===== config.mk =====
export PLATFORM = sky130hd
export DESIGN_NAME = stbs_ctrl
export DESIGN_NICKNAME = d
export VERILOG_FILES = /design/src/rtl/core/stbs_pkg.sv /design/src/rtl/core/stbs_ctrl.sv
export SDC_FILE = /design/constraint.sdc
export NUM_CORES = 1
export LEC_CHECK = 0
export BUFFER_PORTS_ARGS = -buffer_cell sky130_fd_sc_hd__buf_2
export CORE_AREA = 2 2 39 41
export DETAILED_ROUTE_END_ITERATION = 10
export DIE_AREA = 0 0 41 43
export GPL_TIMING_DRIVEN = 0
export PLACE_DENSITY = 0.33
export SLEW_MARGIN = 40
export SYNTH_ARGS = -nofsm -noshare
export SYNTH_HDL_FRONTEND = slang
export SYNTH_SLANG_ARGS = --single-unit

===== constraint.sdc =====
create_clock -name clk -period 1.6 [get_ports clk]
set_clock_uncertainty 0.2 [all_clocks]
set_input_delay 0.08 -clock clk [delete_from_list [all_inputs] [get_ports clk]]
set_output_delay 0.08 -clock clk [all_outputs]
set_load 0.1 [all_outputs]

===== src/rtl/core/stbs_pkg.sv =====
`timescale 1ns / 1ps
package stbs_pkg;

  localparam int KEY_W = 64;
  localparam int IDX_W = 10;
  localparam int POS_W = 10;
  localparam int CNT_W = 11;
  localparam int FUNC_W = 2;

  typedef enum logic [FUNC_W-1:0] {
    FN_WRITE = 2'd0,
    FN_LOWER = 2'd1,
    FN_UPPER = 2'd2,
    FN_LAST  = 2'd3
  } func_t;

  // controller -> datapath
  typedef struct packed {
    logic write;   // table write word accepted
    logic load;    // query word accepted, set up search window
    logic probe;   // one halving step
    logic report;  // form result word
  } cmd_t;

  // datapath -> controller
  typedef struct packed {
    logic cnt_zero;   // no entries in use
    logic last_probe; // window closes on this step
  } status_t;

endpackage


===== src/rtl/core/stbs_ctrl.sv =====
`timescale 1ns / 1ps
module stbs_ctrl
  import stbs_pkg::*;
(
  input  logic              clk,
  input  logic              rst_n,
  input  logic              start,
  input  logic [FUNC_W-1:0] in_func,
  input  status_t           status,
  output cmd_t              cmd,
  output logic              busy
);

  typedef enum logic [2:0] {
    ST_IDLE   = 3'b001,
    ST_PROBE  = 3'b010,
    ST_REPORT = 3'b100
  } state_t;

  state_t state_r, state_nxt;

  always_ff @(posedge clk) begin
    if (!rst_n) begin
      state_r <= ST_IDLE;
    end else begin
      state_r <= state_nxt;
    end
  end

  always_comb begin
    state_nxt = state_r;
    cmd       = '0;
    case (state_r)
      ST_IDLE: begin
        if (start) begin
          if (in_func == FN_WRITE) begin
            cmd.write = 1'b1;
          end else begin
            cmd.load  = 1'b1;
            state_nxt = status.cnt_zero ? ST_REPORT : ST_PROBE;
          end
        end
      end
      ST_PROBE: begin
        cmd.probe = 1'b1;
        if (status.last_probe) begin
          state_nxt = ST_REPORT;
        end
      end
      ST_REPORT: begin
        cmd.report = 1'b1;
        state_nxt  = ST_IDLE;
      end
      default: begin
        state_nxt = ST_IDLE;
      end
    endcase
  end

  assign busy = (state_r != ST_IDLE);

endmodule


After elaboration in Yosys (flattened, before gate mapping) --
Index checks and enable logic that the tools add are counted.
Word-level totals: register bits after elaboration 3, output and inout port bits 5
Cells by class: equal/unequal tests 7, mux-type cells 11, reduce and logical (&&, ||, !) cells 2
Operators with widths (count):
- $mux 3 | 4
- $ne 2x2->1 const B | 3
- $pmux 3 s2 | 1
- $mux 1 | 4
- $mux 2 | 2
- $eq 3x1->1 const B | 1
- $eq 3x2->1 const B | 1
- $eq 3x3->1 const B | 1
- $ne 3x1->1 const B | 1
- $reduce_and 3->1 | 1
- $logic_not 2->1 | 1

Logic depth before layout (Yosys ltp) --
Gate-level depths: netlist (run 1).
word-level depth 4, mapped depth 4, gate-level depth less buffers 4

Least setup slack after synthesis (run 1) --
OpenSTA, ideal clock, no wires.
path kind reg2out, from register state_r[0], to output port cmd[3] (netlist bit), data arrival time 2.628 ns, data required time 1.320 ns, path slack -1.308 ns, stages on the path, launching flop included 4, cells stage by stage dfxtp_1 nor3b_2 inv_2 nor4b_2
RTL lines:
- start, declared | line stbs_ctrl.sv:20 | state_t state_r, state_nxt;
- start signal, assigned | line stbs_ctrl.sv:26 | state_r <= state_nxt;
- end, declared | line stbs_ctrl.sv:10 | output cmd_t cmd,

==> results of run 1 <==
==> through the flow <==
step	worst slack [ps]	hold slack [ps]	setup TNS, ps
2_1_floorplan	-567	-40.1	-2280
3_3_place_gp	-148	84.1	-205
3_5_place_dp	-173	88.7	-239
4_1_cts	-196	242	-335
5_1_grt	-238	280	-480
6_report	-155	248	-270
==> layout make-up <==
cell class / count / area [um^2]
clock buffers: 4 / 26.3
fillers: 148 / 948
inverters: 1 / 17.5
multi-input cells: 13 / 138
flip-flops and latches: 3 / 66.3
well taps: 16 / 20.0
repair buffers: 19 / 168
==> kinds of logic after synthesis <==
logic type	after synthesis	synth area share, %
AO/OA/AOI/OAI	4	15.7
AND/OR/NAND/NOR	9	46.3
buffers and inverters	1	2.24
flip-flops	3	35.8
==> routing by layer <==
layer	up-vias	global-route usage (%)	wire, um
li1	109	-	-
met1	94	8.63	171
met2	12	10.6	299
met3	0	4.19	67
met4	0	6.00	0
met5	-	0	0
==> path summary, 6_finish.rpt <==
check / end / cells past startpoint
max reg2reg: state_r[0] / 6
min: state_r[2] / 4
min reg2reg: state_r[0] / 2
max: cmd[3] / 4
==> placed cells by master, fill, tap and decap left out <==
| master | count |
|---|---|
| sky130_fd_sc_hd__and3_1 | 1 |
| sky130_fd_sc_hd__a22o_1 | 1 |
| sky130_fd_sc_hd__nand2_1 | 1 |
| sky130_fd_sc_hd__buf_12 | 2 |
| sky130_fd_sc_hd__o21ai_1 | 1 |
| sky130_fd_sc_hd__buf_6 | 2 |
| sky130_fd_sc_hd__clkbuf_1 | 1 |
| sky130_fd_sc_hd__nor3b_4 | 2 |
| sky130_fd_sc_hd__nor3b_2 | 1 |
| sky130_fd_sc_hd__nor3_2 | 1 |
| sky130_fd_sc_hd__nor4b_4 | 1 |
| sky130_fd_sc_hd__nor2_4 | 1 |
| sky130_fd_sc_hd__clkbuf_4 | 3 |
| sky130_fd_sc_hd__bufinv_8 | 1 |
| sky130_fd_sc_hd__nor2b_1 | 1 |
| sky130_fd_sc_hd__dfxtp_2 | 2 |
| sky130_fd_sc_hd__dfxtp_4 | 1 |
| sky130_fd_sc_hd__o21ai_0 | 1 |
| sky130_fd_sc_hd__buf_4 | 6 |
| sky130_fd_sc_hd__buf_2 | 6 |
| sky130_fd_sc_hd__dlygate4sd3_1 | 3 |
| sky130_fd_sc_hd__o21a_1 | 1 |
==> worst min-delay path: cells and delay by family <==
family	cells	cell delay (ps)
simple gates	2	260
buf+inv	1	90
compound gates	1	210
==> report_power, final <==
part	leakage, nW	switching (mW)	internal, mW
sequential	0.0255	0.00501	0.0799
combinational	0.157	0.0948	0.0821
clock	0.0150	0.0368	0.0933
==> cell usage after synthesis <==
library cell,count
sky130_fd_sc_hd__nor3b_1,1
sky130_fd_sc_hd__nand2_1,1
sky130_fd_sc_hd__o21ai_0,1
sky130_fd_sc_hd__inv_2,1
sky130_fd_sc_hd__nor3_2,1
sky130_fd_sc_hd__and3_1,1
sky130_fd_sc_hd__a22o_1,1
sky130_fd_sc_hd__nor4b_2,1
sky130_fd_sc_hd__dfxtp_1,3
sky130_fd_sc_hd__nor3b_2,2
sky130_fd_sc_hd__nor2b_1,1
sky130_fd_sc_hd__o21a_1,1
sky130_fd_sc_hd__o21ai_1,1
sky130_fd_sc_hd__nor2_1,1
==> timing repair <==
| item | in CTS | in global routing |
|---|---|---|
| setup endpoints to repair | 4 | 4 |
| hold buffers | 3 | 0 |
| cloned | 0 | 0 |
| setup buffers | 5 | 0 |
| resized for setup | 15 | 1 |
| pin swaps | 1 | 0 |
| endpoints found under the hold margin | 3 | 0 |
==> results by group, run 1 <==
Run status
  • Result of the run: finished with violations
  • Failing checks: negative setup slack

Final layout
  • Number of flip-flops under the largest register name: 3
  • Diode count: 0
  • Fraction of layout cells with a size suffix above 1: 72.5%
  • Number of nets in the layout: 48
  • Registers with the highest flip-flop counts: state_r (3)
  • End-of-flow core utilization: 31.5%
  • Area growth from synthesis to layout: 160%
  • Reg with most FFs: state_r
  • Layout Cells excl Fill: 56
  • Post-route design area: 435 um^2

Clock tree
  • TritonCTS clock tree: built
  • Max clock buf depth: 2
  • Maximum level of the CTS H-tree: 1
  • Clock edge transition at the registers on the reported setup and hold paths: 30 ps
  • Clock net sink count: 3
  • Worst-Skew Late Latency: 230 ps
  • Number of clock buffers inserted by TritonCTS: 3
  • Master cell of the clock root buffer: sky130_fd_sc_hd__clkbuf_4

STA
  • Number of endpoints with negative hold slack in the final report: 0
  • Transition time at the pin with the least slew margin: 592 ps
  • Achievable clock frequency: 570 MHz
  • Endpoints failing setup: 2
  • Final critical path time including I/O delays and setup: 1760 ps
  • Final Max Slew Viols: 0
  • Unrepaired setup endpoints after global routing: true
  • Fin crit share: 110%
  • Worst slew margin: 60.1%
  • Slack of the critical path: -155 ps

Critical path
  • Sort of element at the end of the critical path: output port
  • WP data required: 1320 ps
  • Origin of the critical flop-to-flop path: state_r[1]
  • Setup CP Type: reg2out
  • CP Data Arrival Time: 1480 ps
  • Register-to-register setup slack: 100 ps
  • CP bufs+invs: 2
  • Kind of cell with the highest combined delay on the critical path: buffers and inverters
  • Largest stage delay on the critical path: 330 ps
  • CP Cell Sequence: nor3b_4 > bufinv_8 > nor4b_4 > buf_6
  • Critical Path Source: state_r[1]
  • Crit-path max FO: 3
  • Max stage delay cell, worst path: sky130_fd_sc_hd__dfxtp_2
  • Startpoint type of the worst setup path: flop

Power
  • Leakage: 0.197 nW
  • Total chip power: 0.392 mW
  • Pwr per Cell Area: 900 mW/mm^2
  • Worst supply voltage drop on vdd: 0.472 mV

Route
  • Via count: 215
  • Number of remaining DRC errors: 0
  • Number of detailed-route iterations in the first pass: 3
  • Final routed wirelength across all metal layers: 538 um
  • Vias per std cell: 3.84
  • Average wire per cell in the routed design: 9.61 um
  • Number of DRC markers after the initial detailed-route iteration: 3
  • Antenna Nets Post-Route: 0

Global routing
  • Antenna violations before repair: 0
  • Maximum number of pins on one net before global-route repair: 5
  • Wire length of the first global-routing pass: 848 um
  • Leftover overflow at the end of global routing: 0
  • Total routing usage reported by global routing: 7.82%
  • Number of global-route vias before repair: 209

Floorplan
  • Core Rows: 14
  • Die width: 41 um
  • Top-level I/O count: 12
  • Vertical extent of the die: 43 um
  • Placeable core region: 0.00138 mm^2
  • Effective utilization at floorplan: 12.1%
  • DIE AREA: 0.00176 mm^2

Synthesis
  • Number of distinct standard cells referenced by the synthesized netlist: 14
  • Mapped Area: 168 um^2
  • Post-synthesis register bit count: 3
  • Yosys warns: 0
  • Largest cells by area after synthesis: sky130_fd_sc_hd__dfxtp_1 36%, sky130_fd_sc_hd__nor3b_2 15%, sky130_fd_sc_hd__nor4b_2 9.0%, sky130_fd_sc_hd__nor3_2 6.0%, sky130_fd_sc_hd__a22o_1 5.2%
  • Cell taking the most area after synthesis: sky130_fd_sc_hd__dfxtp_1
  • Area share of the largest cell type after synthesis: 35.8%
  • Number of nets in the synthesized netlist: 24
  • Post-Syn Instances: 17
  • Syn_area_per_cell: 9.86 um^2
  • Sequential share of the synthesized area: 35.8%

Placement
  • Buffers on Ports: 11
  • Post-detail-place hpwl: 394 um
  • Number of instances in the placed design: 44
  • Gpl congestion: 0.622
  • Cell area reported after detailed placement: 288 um^2

Worst hold path
  • Hold_sp: start
  • Worst min path class: in2reg

Run
  • Count of maximum capacitance violations: 0
No activity file was read; power rests on OpenSTA's default activity.
==> run 2, diff against run 1 <==
--- a/config.mk
+++ b/config.mk
@@ -5,7 +5,7 @@
 export SDC_FILE = /design/constraint.sdc
 export NUM_CORES = 1
 export LEC_CHECK = 0
-export BUFFER_PORTS_ARGS = -buffer_cell sky130_fd_sc_hd__buf_2
+export BUFFER_PORTS_ARGS = -buffer_cell sky130_fd_sc_hd__clkbuf_2
 export CORE_AREA = 2 2 39 41
 export DETAILED_ROUTE_END_ITERATION = 10
 export DIE_AREA = 0 0 41 43
==> run 2 against run 1 <==
Against the previous run: the flow still finishes with violations (negative setup slack); worst hold slack got worse by 6.4 ps; critical path type unchanged; flip-flop and latch count did not move; first-iteration DRC count fell by 100%; via count rose by 1.4%; clock-buffer cell count did not move; fmax fell by 0.56%; largest cell class unchanged; clock power barely moved; critical path depth did not move.
==> results by group, run 2 (synthesized netlist as in run 1, its figures left out) <==
Critical path
  • CP Data Arrival Time: 1480 ps (about the same)
  • Cells on worst reg2reg path: 6 (unchanged)
  • Largest stage delay on the critical path: 340 ps (about the same)
  • RR Endpoint: state_r[1]
  • Startpoint type of the worst setup path: flop
  • Critical Path Source: state_r[2]
  • Register-to-register setup slack: 20 ps (-80 ps)
  • Setup CP Type: reg2out
  • CP Cell Sequence: nor3b_4 > bufinv_8 > nor4b_4 > buf_8
  • WP data required: 1320 ps (about the same)
  • Crit-path max FO: 3 (unchanged)
  • Max stage delay cell, worst path: sky130_fd_sc_hd__dfxtp_4
  • Crit path to: cmd[3]
  • Origin of the critical flop-to-flop path: state_r[2]
  • CP bufs+invs: 2 (unchanged)
  • Kind of cell with the highest combined delay on the critical path: simple AND/OR/NAND/NOR gates
  • Total number of cells along the worst setup path: 4 (unchanged)
  • Sort of element at the end of the critical path: output port

Clock tree
  • Master cell of the clock root buffer: sky130_fd_sc_hd__clkbuf_4
  • Max clock buf depth: 2 (unchanged)
  • Clock net sink count: 3 (unchanged)
  • Number of clock buffers inserted by TritonCTS: 3 (unchanged)
  • Worst-Skew Late Latency: 230 ps (about the same)
  • Maximum level of the CTS H-tree: 1 (unchanged)
  • TritonCTS clock tree: built
  • Clock edge transition at the registers on the reported setup and hold paths: 40 ps (about the same)

Power
  • Fraction of power consumed by combinational cells: 44.5% (-0.6 points)
  • Power share of the clock group: 34.0% (+0.8 points)
  • Fraction of power spent switching nets: 35.4% (+0.55 points)
  • Power dissipated by switching net loads: 0.137 mW (about the same)
  • Worst supply voltage drop on vdd: 0.355 mV (-25%)
  • Leakage: 0.204 nW (+3.4%)
  • Pwr per Cell Area: 869 mW/mm^2 (-3.4%)
  • Portion of total power attributed to sequential cells: 21.5% (-0.2 points)
  • Internal Pwr Total: 0.249 mW (-2.3%)

Route
  • Number of remaining DRC errors: 0 (unchanged)
  • Final routed wirelength across all metal layers: 583 um (+8.4%)
  • Routed length on met3: 56 um (-16%)
  • Average wire per cell in the routed design: 10.2 um (+6.5%)
  • Antenna Nets Post-Route: 0 (unchanged)
  • Number of DRC markers after the initial detailed-route iteration: 0 (-3)
  • Vias per std cell: 3.82 (-0.38%)
  • Number of detailed-route iterations in the first pass: 1 (-2)
  • Post-Route M1 WL: 212 um (+24%)
  • Via count: 218 (+1.4%)
  • Total met2 wirelength after detailed routing: 314 um (+5.0%)
  • Uppermost routed layer: met3

Global routing
  • Maximum number of pins on one net before global-route repair: 5 (unchanged)
  • Wire length of the first global-routing pass: 903 um (+6.5%)
  • Number of global-route vias before repair: 230 (+10%)
  • Antenna violations before repair: 0 (unchanged)
  • Total routing usage reported by global routing: 8.11% (+0.29 points)
  • Leftover overflow at the end of global routing: 0 (unchanged)

Floorplan
  • Vertical extent of the die: 43 um (unchanged)
  • Effective utilization at floorplan: 12.1% (unchanged)
  • DIE AREA: 0.00176 mm^2 (unchanged)
  • Placeable core region: 0.00138 mm^2 (unchanged)
  • Die width: 41 um (unchanged)
  • Top-level I/O count: 12 (unchanged)
  • Core Rows: 14 (unchanged)

STA
  • TNS Setup: -318 ps (-48.4 ps)
  • Slack of the critical path: -165 ps (-9.85 ps)
  • Final Max Slew Viols: 0 (unchanged)
  • Final critical path time including I/O delays and setup: 1760 ps (+9.85 ps)
  • Achievable clock frequency: 567 MHz (-0.56%)
  • Transition time at the pin with the least slew margin: 601 ps (+8.36 ps)
  • Endpoints failing setup: 2 (unchanged)
  • Number of endpoints with negative hold slack in the final report: 0 (unchanged)
  • Fin crit share: 110% (+0.62 points)
  • Unrepaired setup endpoints after global routing: true
  • Worst slew margin: 59.5% (-0.56 points)

Final layout
  • Leading cell types in the layout, fill and taps excluded: 6 x sky130_fd_sc_hd__clkbuf_2, 6 x sky130_fd_sc_hd__buf_4, 5 x sky130_fd_sc_hd__clkbuf_4, 3 x sky130_fd_sc_hd__dlygate4sd3_1
  • Number of flip-flops under the largest register name: 3 (unchanged)
  • Reg with most FFs: state_r
  • End-of-flow core utilization: 32.1% (+0.63 points)
  • Registers with the highest flip-flop counts: state_r (3)
  • Area growth from synthesis to layout: 165%
  • Fraction of layout cells with a size suffix above 1: 73.2% (+0.67 points)
  • Number of nets in the layout: 49 (+2.1%)
  • Layout Cells excl Fill: 57 (+1.8%)
  • Diode count: 0 (unchanged)

Run
  • Count of maximum capacitance violations: 0 (unchanged)

Placement
  • Buffers on Ports: 11 (unchanged)
  • Post-detail-place hpwl: 388 um (-1.7%)
  • Number of instances in the placed design: 44 (unchanged)
  • Gpl congestion: 0.606 (-2.6%)

Run status
  • Failing checks: negative setup slack
  • Result of the run: finished with violations

Worst hold path
  • Worst min path class: in2reg
## run 2: changes by cell type in the layout (fill, tap and decap cells not counted), sizes merged
cell	previous run	this run
buf	16	7
clkbuf	4	14
## run 2: worst register-to-register path: stages (launching register included)
cell and delay [ps]:
sky130_fd_sc_hd__dfxtp_4 340, sky130_fd_sc_hd__nor3b_4 220, sky130_fd_sc_hd__bufinv_8 220, sky130_fd_sc_hd__buf_4 140
sky130_fd_sc_hd__buf_4 120, sky130_fd_sc_hd__nor3_2 150, sky130_fd_sc_hd__o21a_1 130
## run 2: power groups by stage
stage / combinational (mW) / sequential [mW] / clock (mW)
2_1_floorplan: 0.0994 / 0.0874 / 0
3_3_place_gp: 0.121 / 0.0877 / 0
3_5_place_dp: 0.121 / 0.0885 / 0
4_1_cts: 0.170 / 0.0830 / 0.141
5_1_grt: 0.179 / 0.0837 / 0.143
6_report: 0.172 / 0.0830 / 0.131
## run 2: stage by stage
stage	total power [mW]	hold WS, ps	worst slack, ps	cell area, um^2
after floorplan	0.187	-40.1	-567	213
after global placement	0.208	86.4	-185	288
after detailed placement	0.209	89.2	-205	288
after CTS	0.394	229	-214	443
after global routing	0.406	269	-229	444
final	0.386	242	-165	444
## run 2: layer usage
layer / GRT usage, % / vias to the layer above
met3: 3.66 / 0
met5: 0 / -
met4: 6.00 / 0
li1: - / 109
met1: 8.92 / 97
met2: 11.6 / 12
## run 2: worst min-delay path by stage
stage / startpoint / end / slack [ps] / cells past startpoint
detailed placement: rst_n / state_r[0] / 90 / 2
finish: start / state_r[1] / 240 / 4
CTS: start / state_r[2] / 230 / 4
floorplan: rst_n / state_r[0] / -40 / 1
global placement: rst_n / state_r[0] / 90 / 2
global route: start / state_r[1] / 270 / 4
## run 2: cell type report
class | instances | area, um^2
clock buffer | 4 | 26.3
fill | 147 | 940
inverter | 1 | 17.5
multi-input combinational | 13 | 138
sequential | 3 | 68.8
tap | 16 | 20.0
timing repair buffer | 20 | 174
## run 2: repair_timing
action                                  in CTS  in global routing
resized for setup                           13                  1
endpoints found under the setup margin       5                  4
hold endpoints to repair                     3                  0
pin swaps                                    2                  1
hold buffers                                 3                  0
buffers inserted                             6                  0
==> run 3, diff against run 2 <==
--- a/config.mk
+++ b/config.mk
@@ -10,7 +10,6 @@
 export DETAILED_ROUTE_END_ITERATION = 10
 export DIE_AREA = 0 0 41 43
 export GPL_TIMING_DRIVEN = 0
-export PLACE_DENSITY = 0.33
 export SLEW_MARGIN = 40
 export SYNTH_ARGS = -nofsm -noshare
 export SYNTH_HDL_FRONTEND = slang
==> run 3 against run 2 <==
Against the previous run: the flow still finishes with violations (negative setup slack); utilization decreased by 0.45 points; clock power about the same; total power increased by 3.0%; design area decreased by 1.4%; global-route usage about the same; die area unchanged; sequential share of layout area decreased by 0.92 points; via count unchanged; clock-buffer cell count unchanged; critical path type unchanged; highest routed layer unchanged.
==> results by group, run 3 (synthesized netlist as in run 1, its figures left out) <==
Run status
  • Result of the run: finished with violations
  • Failing checks: negative setup slack

Floorplan
  • Core Rows: 14 (unchanged)
  • Die width: 41 um (unchanged)
  • Vertical extent of the die: 43 um (unchanged)
  • Placeable core region: 0.00138 mm^2 (unchanged)
  • Top-level I/O count: 12 (unchanged)
  • DIE AREA: 0.00176 mm^2 (unchanged)
  • Effective utilization at floorplan: 12.1% (unchanged)

Worst hold path
  • Hold_sp: start
  • Hold-critical path depth: 4 (unchanged)
  • WHS Endpoint: state_r[1]
  • Worst min path class: in2reg

Final layout
  • Diode count: 0 (unchanged)
  • Registers with the highest flip-flop counts: state_r (3)
  • Leading cell type in the layout, fill and taps excluded: sky130_fd_sc_hd__clkbuf_2
  • Post-route design area: 438 um^2 (-1.4%)
  • Reg with most FFs: state_r
  • Layout Cells excl Fill: 56 (-1.8%)
  • Fraction of layout cells with a size suffix above 1: 72.5% (-0.67 points)
  • Leading cell types in the layout, fill and taps excluded: 6 x sky130_fd_sc_hd__clkbuf_2, 5 x sky130_fd_sc_hd__clkbuf_4, 5 x sky130_fd_sc_hd__buf_4, 3 x sky130_fd_sc_hd__dlygate4sd3_1, 3 x sky130_fd_sc_hd__dfxtp_2
  • Number of nets in the layout: 48 (-2.0%)
  • Number of flip-flops under the largest register name: 3 (unchanged)
  • Area growth from synthesis to layout: 161%

Power
  • Total chip power: 0.398 mW (+3.0%)
  • Leakage: 0.199 nW (-2.1%)
  • Pwr per Cell Area: 908 mW/mm^2 (+4.4%)
  • Worst supply voltage drop on vdd: 0.326 mV (-8.0%)

Clock tree
  • TritonCTS clock tree: built
  • Maximum level of the CTS H-tree: 1 (unchanged)
  • Worst-Skew Late Latency: 230 ps (about the same)
  • Max clock buf depth: 2 (unchanged)
  • Master cell of the clock root buffer: sky130_fd_sc_hd__clkbuf_4
  • Number of clock buffers inserted by TritonCTS: 3 (unchanged)
  • Clock net sink count: 3 (unchanged)
  • Clock edge transition at the registers on the reported setup and hold paths: 40 ps (about the same)

STA
  • Endpoints failing setup: 2 (unchanged)
  • Slack of the critical path: -154 ps (+11.3 ps)
  • Number of endpoints with negative hold slack in the final report: 0 (unchanged)
  • Worst slew margin: 60.9% (+1.4 points)
  • Final critical path time including I/O delays and setup: 1750 ps (-11.3 ps)
  • TNS Setup: -266 ps (+51.9 ps)
  • Final Max Slew Viols: 0 (unchanged)
  • Unrepaired setup endpoints after global routing: true
  • Fin crit share: 110% (-0.70 points)
  • Achievable clock frequency: 570 MHz (+0.64%)
  • Transition time at the pin with the least slew margin: 580 ps (-20.3 ps)

Route
  • Number of DRC markers after the initial detailed-route iteration: 0 (unchanged)
  • Number of detailed-route iterations in the first pass: 1 (unchanged)
  • Antenna Nets Post-Route: 0 (unchanged)
  • Number of remaining DRC errors: 0 (unchanged)
  • Via count: 218 (unchanged)
  • Final routed wirelength across all metal layers: 576 um (-1.2%)
  • Average wire per cell in the routed design: 10.3 um (+0.56%)
  • Vias per std cell: 3.89 (+1.8%)

Placement
  • Post-detail-place hpwl: 369 um (-4.7%)
  • Buffers on Ports: 11 (unchanged)
  • Cell area reported after detailed placement: 288 um^2 (unchanged)
  • Gpl congestion: 0.676 (+12%)
  • Number of instances in the placed design: 44 (unchanged)

Critical path
  • Setup CP Type: reg2out
  • Kind of cell with the highest combined delay on the critical path: buffers and inverters
  • Origin of the critical flop-to-flop path: state_r[1]
  • Critical Path Source: state_r[1]
  • Cells on worst reg2reg path: 6 (unchanged)
  • Startpoint type of the worst setup path: flop
  • Crit-path max FO: 3 (unchanged)
  • Register-to-register setup slack: 120 ps (+100 ps)
  • CP bufs+invs: 2 (unchanged)
  • CP Cell Sequence: nor3b_4 > bufinv_8 > nor4b_4 > buf_8
  • Max stage delay cell, worst path: sky130_fd_sc_hd__dfxtp_2
  • Largest stage delay on the critical path: 340 ps (about the same)
  • RR Endpoint: state_r[0]
  • Sort of element at the end of the critical path: output port
  • WP data required: 1320 ps (about the same)
  • CP Data Arrival Time: 1470 ps (about the same)

Run
  • Count of maximum capacitance violations: 0 (unchanged)

Global routing
  • Total routing usage reported by global routing: 8.12% (+0.0081 points)
  • Antenna violations before repair: 0 (unchanged)
  • Maximum number of pins on one net before global-route repair: 5 (unchanged)
  • Number of global-route vias before repair: 224 (-2.6%)
  • Wire length of the first global-routing pass: 917 um (+1.6%)
  • Leftover overflow at the end of global routing: 0 (unchanged)
## run 3: cell type report
| cell class | count | area, um^2 |
|---|---|---|
| tap | 16 | 20.0 |
| sequential | 3 | 63.8 |
| clock buffer | 4 | 26.3 |
| multi-input combinational | 13 | 138 |
| fill | 151 | 946 |
| inverter | 1 | 17.5 |
| timing repair buffer | 19 | 173 |
## run 3: how the worst max path moves through the flow
| stage | endpoint | slack (ps) | cells past startpoint |
|---|---|---|---|
| floorplan | cmd[3] | -570 | 3 |
| global placement | cmd[3] | -190 | 4 |
| CTS | cmd[3] | -180 | 4 |
| detailed placement | cmd[3] | -180 | 4 |
| global route | cmd[3] | -250 | 4 |
| finish | cmd[3] | -150 | 4 |
## run 3: worst register-to-register path, cell delays in order (launching register included)
cell,delay [ps]
sky130_fd_sc_hd__dfxtp_2,340
sky130_fd_sc_hd__nor3b_4,210
sky130_fd_sc_hd__bufinv_8,220
sky130_fd_sc_hd__buf_12,120
sky130_fd_sc_hd__nor2_4,100
sky130_fd_sc_hd__buf_4,120
sky130_fd_sc_hd__o21ai_1,50
## run 3: what timing repair did
action	in CTS	in global routing
setup buffers	5	0
pin swaps	1	0
hold buffers	3	0
gates resized for setup	10	2
endpoints found under the hold margin	3	0
endpoints found under the setup margin	5	4
## run 3: metrics by stage
step           setup WS, ps  hold WS (ps)  util (%)
2_1_floorplan          -567         -40.1         -
3_3_place_gp           -189          80.7      20.8
3_5_place_dp           -179          83.2      20.8
4_1_cts                -176           223      31.6
5_1_grt                -255           285      31.6
6_report               -154           233      31.6
## run 3: power breakdown
part           internal [mW]  switching, mW
Sequential            0.0807        0.00529
Combinational         0.0831         0.0962
Clock                 0.0935         0.0388
Total                  0.257          0.140
## run 3: per-layer routing
metal / vias up / track usage, % / part of all wire [%]
li1: 112 / - / -
met1: 94 / 10.2 / 46
met2: 12 / 10.9 / 42
met3: 0 / 4.19 / 12
met4: 0 / 4.00 / 0
met5: - / 0 / 0
